## config.mk

```make
export PLATFORM = sky130hd
export DESIGN_NAME = hbs_queue
export DESIGN_NICKNAME = d
export VERILOG_FILES = /design/src/rtl/hbs_pkg.sv /design/src/rtl/hbs_queue.sv
export SDC_FILE = /design/constraint.sdc
export NUM_CORES = 1
export LEC_CHECK = 0
export ABC_AREA = 1
export BUFFER_PORTS_ARGS = -buffer_cell sky130_fd_sc_hd__clkbuf_2
export CORE_ASPECT_RATIO = 2
export CORE_MARGIN = 2
export CORE_UTILIZATION = 35
export DETAILED_ROUTE_END_ITERATION = 10
export GPL_TIMING_DRIVEN = 0
export HOLD_SLACK_MARGIN = 0.15
export PLACE_DENSITY_LB_ADDON = 0.3
export SYNTH_ARGS = -nofsm -noshare
export SYNTH_HDL_FRONTEND = slang
export SYNTH_SLANG_ARGS = --single-unit
```

## constraint.sdc

```tcl
create_clock -name clock -period 4.38 [get_ports clock]
set_clock_uncertainty 0.15 [all_clocks]
set_input_delay 1.095 -clock clock [delete_from_list [all_inputs] [get_ports clock]]
set_output_delay 1.095 -clock clock [all_outputs]
set_load 0.02 [all_outputs]
```

## src/rtl/hbs_pkg.sv

```systemverilog
// Shared types, codes and constants of the heightfield bilinear sampler.
package hbs_pkg;

   // Item codes
   localparam logic CMD_WRITE = 1'b0;
   localparam logic CMD_QUERY = 1'b1;

   // Configuration register indexes
   localparam int CSR_IDX_W = 2;
   localparam logic [CSR_IDX_W-1:0] CSR_GRID_WIDTH  = 2'd0;
   localparam logic [CSR_IDX_W-1:0] CSR_GRID_LENGTH = 2'd1;

   // Item queue between front and back
   localparam int QUEUE_DEPTH = 2;

   // Q8.8 one, and the fixed y term of the unnormalized normal squared
   localparam logic [8:0]  Q8_ONE   = 9'd256;
   localparam logic [31:0] Y_SQ     = 32'h0001_0000;
   localparam logic [33:0] LEN_BIAS = 34'h0_0001_0000;

   typedef struct packed {
      logic        is_query;
      logic        wr_ok;
      logic [8:0]  col0;
      logic [8:0]  col1;
      logic [8:0]  row0;
      logic [8:0]  row1;
      logic [7:0]  fs;
      logic [7:0]  ft;
      logic [15:0] wdata;
   } hbs_entry_type;

   typedef struct packed {
      logic [8:0] idx;
      logic [7:0] frac;
   } hbs_loc_type;

   typedef enum logic [1:0] {
      BK_IDLE,
      BK_READ,
      BK_MAC,
      BK_NORM
   } hbs_bk_state_type;

   typedef enum logic [1:0] {
      NM_IDLE,
      NM_DIV,
      NM_SQRT
   } hbs_nm_state_type;

endpackage

```

## src/rtl/hbs_queue.sv

```systemverilog
// Short item queue between the front and back parts.
module hbs_queue import hbs_pkg::*; (
   input  logic          clock,
   input  logic          reset,
   input  logic          push,
   input  hbs_entry_type push_entry,
   output logic          full,
   input  logic          pop,
   output logic          not_empty,
   output hbs_entry_type head
);

   hbs_entry_type entry_ff [QUEUE_DEPTH];
   logic [$clog2(QUEUE_DEPTH)-1:0] wptr_ff, wptr_in;
   logic [$clog2(QUEUE_DEPTH)-1:0] rptr_ff, rptr_in;
   logic [$clog2(QUEUE_DEPTH+1)-1:0] count_ff, count_in;

   assign full      = (count_ff == ($clog2(QUEUE_DEPTH+1))'(QUEUE_DEPTH));
   assign not_empty = (count_ff != '0);
   assign head      = entry_ff[rptr_ff];

   always_comb begin
      wptr_in  = push ? wptr_ff + 1'b1 : wptr_ff;
      rptr_in  = pop ? rptr_ff + 1'b1 : rptr_ff;
      count_in = count_ff;
      if (push && !pop) begin
         count_in = count_ff + 1'b1;
      end else if (pop && !push) begin
         count_in = count_ff - 1'b1;
      end
   end

   always_ff @(posedge clock) begin
      if (reset) begin
         wptr_ff  <= '0;
         rptr_ff  <= '0;
         count_ff <= '0;
      end else begin
         wptr_ff  <= wptr_in;
         rptr_ff  <= rptr_in;
         count_ff <= count_in;
      end
   end

   always_ff @(posedge clock) begin
      if (push) begin
         entry_ff[wptr_ff] <= push_entry;
      end
   end

endmodule

```

==> impl_metrics.ini <==
[run_status]
status = finished clean

[power]
power_frac_seq = 0.451
p_switching_uw = 821.1
switching_share = 0.2282
ir_drop_mv = 0.2895
power.internal_mw = 2.777
power.density_nw_per_um2 = 493.3
comb_power_share = 0.125
p_leak_nw = 2.965
clkPwrFrac = 0.424

[yosys]
synthCells = 251
synth_warnings = 0
yosys.area.top_type_share = 0.7463
ys_ff_latch = 145
synth_area_um2 = 5633
synth_area_per_cell_um2 = 22.44
yosysSeqAreaShare = 0.7641
ys_types = 15
synth_area_leaders = edfxtp_1 (75%), mux2_4 (19%), buf_12 (2.5%)
syn-num-nets = 326
synth_top_area_cell = edfxtp_1

[sta]
fmax_mhz = 353.8
setup_viol = 0
fin_ws_ps = 1554
tightest_slew_ps = 946.0
rsz0062_at_grt = no
fin_crit_ps = 2827
hold_viol_final = 0
slew_headroom = 0.3693
finalMaxSlewViolations = 0
fin_crit_sh = 0.6453
timing.hold.ws_ps = 374.5

[setup_path]
arrival_ps = 1580
regToRegStartpoint = wptr_ff
r2r_cells = 2
required_ps = 3130
crit_fanout = 10
cp-end-kind = primary output
r2r_slack_ps = 2620
worstReg2RegEnd = entry_ff[1][64]
critPathKind = flip-flop to primary output
start_kind = flip-flop

[floorplanning]
start_util = 0.3570
io_pins = 146
die_x_um = 93.71
dieArea_um2 = 17190
core_um2 = 15780
die_h_um = 183.4
rows = 65

[clocking]
cts_buffers = 17
cts_hold_buffers = 0
clock-root-buffer = clkbuf_16
clockBufferDepth = 2
clock_latency_ps = 410
clk_pin_slew_ps = 60
clock_sinks = 145
h-tree-depth = 4
cts_setup_buffers = 0
cts_tree = yes
cts.repair.resized = 0

[route]
viasPerCell = 4.398
met1Wirelength_mm = 3.411
ant_nets = 0
drc = 0
routed.top_layer = met4
drt_iter0_drc = 77
wl_per_cell_um = 16.00
wl_met2_mm = 5.944
routed_wirelength_mm = 10.10
dr.pass1.iters = 4
wl_met3_um = 484
vias = 2775

[min_path]
hold-path-endpoint = rptr_ff
hold_start = rptr_ff
min_path_cells = 2
hold_class = flip-flop to flip-flop

[global_route]
grt_antenna_before_repair = 0
grt_pass1_vias = 3071
grt_pass1_wl_mm = 15.39
grt_max_degree = 72
track_usage = 0.1242
grt-ovfl-total = 0

[cells_and_area]
drive_gt1_frac = 0.6023
area_delta_synth_final_pct = 29.48
stdcell_area_um2 = 7293
final_cell_count_no_fill = 631
diodes = 0
fin_nets = 492
final_cell_mix = clkbuf_2 (145), edfxtp_1 (140), mux2_4 (70)
final_common_cell = clkbuf_2

[place]
placed_cell_area_um2 = 6660
place_congestion = 0.6982
post-place-ws_ps = 1760
dp_cells = 599
dp_hpwl_mm = 7.015
port_buffers = 145

[run]
maxCapViolCount = 0
## synth_stat cells, drive strengths merged
cell type / n
buf: 8
ha: 1
inv: 9
nand2: 6
o21ai: 1
dfxtp: 5
nand3: 1
nor3: 1
edfxtp: 140
nand4: 1
xnor2: 1
a21oi: 1
mux2: 70
nor2: 6
## worst max-delay path: stages, from the launching register on
cell and delay, ps:
dfxtp_1 320, buf_6 200, buf_12 170, mux2_4 300, clkbuf_2 170
## flip-flops by register name, indices dropped and copies added, names as in the netlist, named ones only
| name | count |
|---|---|
| count_ff | 2 |
| entry_ff | 140 |
| rptr_ff | 1 |
| wptr_ff | 1 |
## final cells by class
cell class,instances,area [µm²]
plain buffers,8,151.4
clock buffers,17,425.4
clock inverters,15,207.7
fillers,1408,8484
inverters,9,36.28
multi-input cells,89,1151
flip-flops and latches,145,4304
well taps,201,251.5
repair buffers,147,765.7
## worst max-delay path by stage
| stage | startpoint | to | slack (ps) | depth (start not counted) |
|---|---|---|---|---|
| 3_5_place_dp | push | entry_ff[1][51] | 1760 | 3 |
| 2_1_floorplan | push | entry_ff[0][0] | 870 | 2 |
| 6_report | flip-flop | head[31] | 1550 | 4 |
| 4_1_cts | flip-flop | head[1] | 1500 | 4 |
| 5_1_grt | flip-flop | head[31] | 1470 | 4 |
| 3_3_place_gp | push | entry_ff[0][60] | -240 | 3 |
## routing by layer
layer,vias to the layer above,track usage
met2,87,0.2329
met1,1362,0.1121
met3,10,0.04469
li1,1316,-
met5,-,0
met4,0,0.06493
## logic make-up (layout without fill, tap and decap cells)
family          count (synthesis)  in the layout  synth area share
compound gates                  2              2          0.001775
xor+xnor                        1              1          0.001555
fa+ha+maj                       1              1          0.002221
buf+inv                        17            196           0.03287
flops                         145            145            0.7641
mux                            70             70            0.1866
simple gates                   15             15           0.01088
## per-stage QoR
| step | power [mW] | util | TNS [ps] |
|---|---|---|---|
| after floorplan | 1.962 | - | 0 |
| after global placement | 2.099 | 0.4191 | -16250 |
| after detailed placement | 2.113 | 0.4221 | 0 |
| after CTS | 3.654 | 0.4623 | 0 |
| after global routing | 3.735 | 0.4623 | 0 |
| final | 3.598 | 0.4623 | 0 |
## power groups by stage
stage | Clock (mW) | Sequential (mW) | Combinational, mW
2_1_floorplan | 0 | 1.65 | 0.311
5_1_grt | 1.63 | 1.63 | 0.481
6_report | 1.53 | 1.62 | 0.449
4_1_cts | 1.57 | 1.62 | 0.460
3_3_place_gp | 0 | 1.65 | 0.444
3_5_place_dp | 0 | 1.65 | 0.458
(Power assumes the default switching activity.)
