$ cat src/rtl/hbs_pkg.sv
// Shared types, codes and constants of the heightfield bilinear sampler.
package hbs_pkg;

   // Item codes
   localparam logic CMD_WRITE = 1'b0;
   localparam logic CMD_QUERY = 1'b1;

   // Configuration register indexes
   localparam int CSR_IDX_W = 2;
   localparam logic [CSR_IDX_W-1:0] CSR_GRID_WIDTH  = 2'd0;
   localparam logic [CSR_IDX_W-1:0] CSR_GRID_LENGTH = 2'd1;

   // Item queue between front and back
   localparam int QUEUE_DEPTH = 2;

   // Q8.8 one, and the fixed y term of the unnormalized normal squared
   localparam logic [8:0]  Q8_ONE   = 9'd256;
   localparam logic [31:0] Y_SQ     = 32'h0001_0000;
   localparam logic [33:0] LEN_BIAS = 34'h0_0001_0000;

   typedef struct packed {
      logic        is_query;
      logic        wr_ok;
      logic [8:0]  col0;
      logic [8:0]  col1;
      logic [8:0]  row0;
      logic [8:0]  row1;
      logic [7:0]  fs;
      logic [7:0]  ft;
      logic [15:0] wdata;
   } hbs_entry_type;

   typedef struct packed {
      logic [8:0] idx;
      logic [7:0] frac;
   } hbs_loc_type;

   typedef enum logic [1:0] {
      BK_IDLE,
      BK_READ,
      BK_MAC,
      BK_NORM
   } hbs_bk_state_type;

   typedef enum logic [1:0] {
      NM_IDLE,
      NM_DIV,
      NM_SQRT
   } hbs_nm_state_type;

endpackage

$ cat src/rtl/hbs_front.sv
// Front part: config registers, item accept and cell classification.
module hbs_front import hbs_pkg::*; #(
   parameter int MAX_WIDTH  = 256,
   parameter int MAX_LENGTH = 256
) (
   input  logic                 clock,
   input  logic                 reset,
   input  logic                 csr_valid,
   output logic                 csr_ready,
   input  logic [CSR_IDX_W-1:0] csr_index,
   input  logic [8:0]           csr_wdata,
   input  logic                 start,
   input  logic                 queue_full,
   input  logic                 req_cmd,
   input  logic [7:0]           req_col,
   input  logic [7:0]           req_row,
   input  logic signed [15:0]   req_height_value,
   input  logic signed [16:0]   req_pos_x,
   input  logic signed [16:0]   req_pos_z,
   output logic                 push,
   output hbs_entry_type        push_entry
);

   localparam logic [8:0] WIDTH_RST  = (MAX_WIDTH < 256)  ? 9'(MAX_WIDTH)  : 9'd256;
   localparam logic [8:0] LENGTH_RST = (MAX_LENGTH < 256) ? 9'(MAX_LENGTH) : 9'd256;

   logic [8:0] grid_width_ff, grid_width_in;
   logic [8:0] grid_length_ff, grid_length_in;
   hbs_loc_type loc_s, loc_t;

   function automatic logic [8:0] sat(input logic [8:0] v, input int hi);
      logic [8:0] r;
      if (v == 9'd0) begin
         r = 9'd1;
      end else if (int'(v) > hi) begin
         r = 9'(hi);
      end else begin
         r = v;
      end
      return r;
   endfunction

   // Shift by half the grid, then clamp below zero and past the last cell.
   function automatic hbs_loc_type locate(input logic [16:0] pos, input logic [8:0] n);
      logic [20:0] s;
      hbs_loc_type r;
      s = {{4{pos[16]}}, pos} + {5'd0, n[8:1], 8'd0};
      if (s[20]) begin
         r.idx  = 9'd0;
         r.frac = 8'd0;
      end else if (s[19:8] >= {3'd0, n}) begin
         r.idx  = n - 9'd1;
         r.frac = 8'd0;
      end else begin
         r.idx  = s[16:8];
         r.frac = s[7:0];
      end
      return r;
   endfunction

   function automatic logic [8:0] neighbor(input logic [8:0] i, input logic [8:0] n);
      logic [9:0] nx;
      nx = {1'b0, i} + 10'd1;
      return (nx < {1'b0, n}) ? nx[8:0] : i;
   endfunction

   assign csr_ready = 1'b1;
   assign push      = start && !queue_full;
   assign loc_s     = locate(req_pos_x, grid_width_ff);
   assign loc_t     = locate(req_pos_z, grid_length_ff);

   always_comb begin
      push_entry.is_query = (req_cmd == CMD_QUERY);
      push_entry.wr_ok    = (int'(req_col) < MAX_WIDTH) && (int'(req_row) < MAX_LENGTH);
      push_entry.wdata    = req_height_value;
      if (req_cmd == CMD_QUERY) begin
         push_entry.col0 = loc_s.idx;
         push_entry.col1 = neighbor(loc_s.idx, grid_width_ff);
         push_entry.row0 = loc_t.idx;
         push_entry.row1 = neighbor(loc_t.idx, grid_length_ff);
         push_entry.fs   = loc_s.frac;
         push_entry.ft   = loc_t.frac;
      end else begin
         push_entry.col0 = {1'b0, req_col};
         push_entry.col1 = {1'b0, req_col};
         push_entry.row0 = {1'b0, req_row};
         push_entry.row1 = {1'b0, req_row};
         push_entry.fs   = 8'd0;
         push_entry.ft   = 8'd0;
      end
   end

   always_comb begin
      grid_width_in  = grid_width_ff;
      grid_length_in = grid_length_ff;
      if (csr_valid && csr_ready) begin
         case (csr_index)
            CSR_GRID_WIDTH:  grid_width_in  = sat(csr_wdata, MAX_WIDTH);
            CSR_GRID_LENGTH: grid_length_in = sat(csr_wdata, MAX_LENGTH);
            default: ;
         endcase
      end
   end

   always_ff @(posedge clock) begin
      if (reset) begin
         grid_width_ff  <= WIDTH_RST;
         grid_length_ff <= LENGTH_RST;
      end else begin
         grid_width_ff  <= grid_width_in;
         grid_length_ff <= grid_length_in;
      end
   end

endmodule

$ cat config.mk
export PLATFORM = sky130hd
export DESIGN_NAME = hbs_front
export DESIGN_NICKNAME = d
export VERILOG_FILES = /design/src/rtl/hbs_pkg.sv /design/src/rtl/hbs_front.sv
export SDC_FILE = /design/constraint.sdc
export NUM_CORES = 1
export LEC_CHECK = 0
export BUFFER_PORTS_ARGS = -buffer_cell sky130_fd_sc_hd__buf_2
export CORE_UTILIZATION = 29
export DETAILED_ROUTE_END_ITERATION = 16
export PLACE_DENSITY = 0.5
export SLEW_MARGIN = 5
export SYNTH_ARGS = -nofsm -noshare
export SYNTH_HDL_FRONTEND = slang
export SYNTH_SLANG_ARGS = --single-unit
$ cat constraint.sdc
create_clock -name clock -period 6.45 [get_ports clock]
set_input_delay 0.645 -clock clock [delete_from_list [all_inputs] [get_ports clock]]
set_output_delay 0.645 -clock clock [all_outputs]
set_load 0.03 [all_outputs]
==> impl_metrics.env <==
export IMPL_netlist_instances=634
export IMPL_grt_util_all_layers_pct=17.9
export IMPL_nNetsFinal=972
export IMPL_timing_final_ws_setup_ns=-0.242
export IMPL_rr_worst_depth=3
export IMPL_grt_pass1_vias=4961
export IMPL_wl_mm=15.3
export IMPL_cts_hold_buf=0
export IMPL_fillers=1569
export IMPL_outcome="finished with violations"
export IMPL_cts_tree="yes"
export IMPL_regArea_um2=360
export IMPL_ys_ff_latch=18
export IMPL_holdCritPathClass="flop to flop"
export IMPL_fin_crit_ns=6.69
export IMPL_worst_pin_slew_ns=1.03
export IMPL_synth_edf_count=0
export IMPL_hold_viol=0
export IMPL_async_flop_share_pct=0
export IMPL_antenna_left=0
export IMPL_synth_flop_cell="dfxtp_1"
export IMPL_crit_path_end_kind="output port"
export IMPL_crit_type="input pin to output port"
export IMPL_drive_gt1_share_pct=43.5
export IMPL_post_place_ws_ns=-0.387
export IMPL_grt_ovfl_total=0
export IMPL_viasPerCell=5.06
export IMPL_numCtsBuffers=3
export IMPL_max_freq_mhz=149
export IMPL_clock_skew_ns=0
export IMPL_cap_violations=0
export IMPL_critPathLaunchType="input pin"
export IMPL_reg2reg_slack_ns=5.42
export IMPL_num_vias=5273
export IMPL_synthesis_area_um2=4560
export IMPL_antenna_found_initial=0
export IMPL_setup_violations=9
export IMPL_rows=45
export IMPL_dp_hpwl_mm=13.0
export IMPL_insertion_delay_ns=0.25
export IMPL_place_area_um2=6250
export IMPL_core_area_um2=15300
export IMPL_die_w_um=127
export IMPL_numPlacedInstances=1027
export IMPL_timing_slew_headroom_pct=31.2
export IMPL_io_buffers=120
export IMPL_path_common_cell="ha_4"
export IMPL_critical_path_endpoint="push_entry[39]"
export IMPL_die_area_um2=16200
export IMPL_drt_wirelength_per_cell_um=14.6
export IMPL_grt_max_degree=41
export IMPL_cts_buffer_depth=2
export IMPL_grt_pass1_wl_mm=23.8
export IMPL_worstPathArrival_ns=6.05
export IMPL_initial_core_util_pct=29.9
export IMPL_final_area_um2=6810
export IMPL_clkSlewWorstSetupHoldPaths_ns=0.05
export IMPL_dr_pass1_iters=4
export IMPL_drcViolationCount=0
export IMPL_worst_path_max_delay_cell="or4b_4"
export IMPL_rsz0062_at_grt="true"
export IMPL_gp_congestion=0.889
export IMPL_htreeDepth=1
export IMPL_peakVddDrop_uv=66.7
export IMPL_drv_slew=0
export IMPL_ys_seq_area_share_pct=7.90
export IMPL_fin_crit_sh_pct=104
export IMPL_ys_types=85
export IMPL_max_stage_delay_ns=0.52
export IMPL_cp_startpoint="req_pos_z[8]"
export IMPL_failed_checks="setup timing"
export IMPL_cts_sinks=18
export IMPL_drtIter0Drc=238
export IMPL_multi_input_area_um2=4330
export IMPL_p_leak_nw=3.11
export IMPL_fp_dieH_um=127
export IMPL_reg2reg_to="grid_width_ff[8]"
export IMPL_powerDensity_nw_per_um2=180
export IMPL_area_growth_pct=49.2
export IMPL_diodes=0
export IMPL_r2r_start="grid_width_ff[8]"
export IMPL_instances_no_fill=1043
export IMPL_yosysWarnings=0
export IMPL_avgSynthCellArea_um2=7.19
export IMPL_crit_fanout=8
export IMPL_root_buffer="clkbuf_16"
export IMPL_io_pins=155
export IMPL_worstPathRequired_ns=5.80
-- area by class of cell --
class / count / area share, %
Multi-Input combinational cell: 526 / 63.6
Timing Repair Buffer: 239 / 23.5
Sequential cell: 18 / 5.30
Tap cell: 211 / 3.88
Inverter: 45 / 2.48
Clock buffer: 4 / 1.31
-- worst max-delay path: cells and delay by family --
family	cells	cell delay, ns
buf+inv	5	0.49
xor+xnor	1	0.19
compound gates	10	2.38
simple gates	6	1.15
fa+ha+maj	5	1.17
-- what timing repair did --
item / 4_1_cts / 5_1_grt
endpoints found under the hold margin: 0 / 0
buffers inserted: 7 / 6
endpoints found under the setup margin: 18 / 18
gates resized for setup: 39 / 53
pin swaps: 12 / 20
-- where the power goes --
| part | internal (mW) | switching, mW | total, mW |
|---|---|---|---|
| Clock | 0.0943 | 0.0399 | 0.134 |
| Sequential | 0.114 | 0.00273 | 0.117 |
| Combinational | 0.443 | 0.530 | 0.972 |
| Total | 0.651 | 0.572 | 1.22 |
-- worst min-delay path by stage --
| stage | from | endpoint | slack [ns] | cells after the start |
|---|---|---|---|---|
| global route | grid_width_ff[7] | grid_width_ff[7] | 0.57 | 2 |
| finish | grid_width_ff[7] | grid_width_ff[7] | 0.54 | 2 |
| floorplan | grid_length_ff[7] | grid_length_ff[7] | 0.45 | 2 |
| detailed placement | grid_width_ff[7] | grid_width_ff[7] | 0.53 | 2 |
| CTS | grid_width_ff[7] | grid_width_ff[7] | 0.53 | 2 |
| global placement | grid_width_ff[7] | grid_width_ff[7] | 0.52 | 2 |
-- synthesized netlist by cell type, drive strengths merged, types with 3 or more instances --
cell type	instances	area share, %
nor3	21	2.4
clkbuf	21	1.8
ha	54	15
buf	25	4.1
nand4	10	1.4
nor2	40	3.3
xnor2	32	6.1
nand3b	3	0.49
a21o	8	1.3
a2111oi	4	1.2
inv	44	3.6
nor3b	3	0.49
a41oi	3	0.99
nor2b	16	2.2
o21ai	27	3.0
a211oi	9	1.9
a22oi	4	0.66
nand2	73	6.0
or3	5	0.69
o21a	6	0.99
nor4b	3	0.91
dfxtp	18	7.9
and3	6	0.82
mux2	7	1.7
a31oi	8	1.1
and2	20	2.7
o2111ai	3	0.58
xor2	8	1.5
mux2i	6	1.3
nand2b	6	1.2
o22ai	5	0.69
o211ai	8	1.3
a211o	4	0.77
nand3	18	2.0
nor4	5	0.69
a21oi	43	4.9
o31ai	6	1.5
or2	5	0.69
a31o	4	0.77
o211a	4	0.88
-- cell usage in the layout (no fill, tap or decap), types with 5 or more instances in the layout --
cell type	netlist	routed
a31oi_1	8	6
ha_4	0	5
nor2b_1	16	14
ha_2	0	7
a21oi_2	2	10
buf_2	3	108
ha_1	54	42
or2_2	5	5
o211ai_1	8	8
o21a_1	6	6
buf_6	2	14
a21oi_1	41	31
nand2_1	73	72
dfxtp_1	18	18
nor2_1	40	35
nand3_1	18	16
buf_4	20	114
a21o_1	8	8
inv_1	44	42
nand4_1	10	10
mux2_2	7	7
nor3_1	20	16
xor2_1	8	7
xnor2_1	32	30
and2_1	20	19
o21ai_0	24	17
o21ai_2	0	5
-- metrics by stage --
step                hold WS, ns  utilization [%]  TNS [ns]  power [mW]
finish                    0.541             44.6     -1.64        1.22
global route              0.567             44.6     -3.57        1.31
global placement          0.524             41.0     -1.82       0.984
detailed placement        0.527             41.0     -3.34       0.995
floorplan                 0.453                -    -0.498       0.726
CTS                       0.534             42.8     -1.48        1.17
-- cells by family after synthesis --
logic type	Yosys count	share of synthesized area, %
buf+inv	91	9.57
xor+xnor	40	7.68
fa+ha+maj	56	15.7
other cells	1	0.0822
compound gates	171	28.0
mux	13	3.05
flops	18	7.90
simple gates	244	28.0
-- registers in the layout (all words and copies together) (netlist names) --
signal / flops
grid_width_ff: 9
grid_length_ff: 9
-- per-layer routing --
layer / part of all wire [%] / wire length (um) / vias up / track usage, %
met2: 46 / 7090 / 151 / 31.3
met4: 1.3 / 197 / 0 / 2.73
met3: 4.3 / 663 / 23 / 1.21
met5: 0 / 0 / - / 0
li1: - / - / 2670 / -
met1: 48 / 7320 / 2429 / 24.3
(Power assumes the default switching activity.)
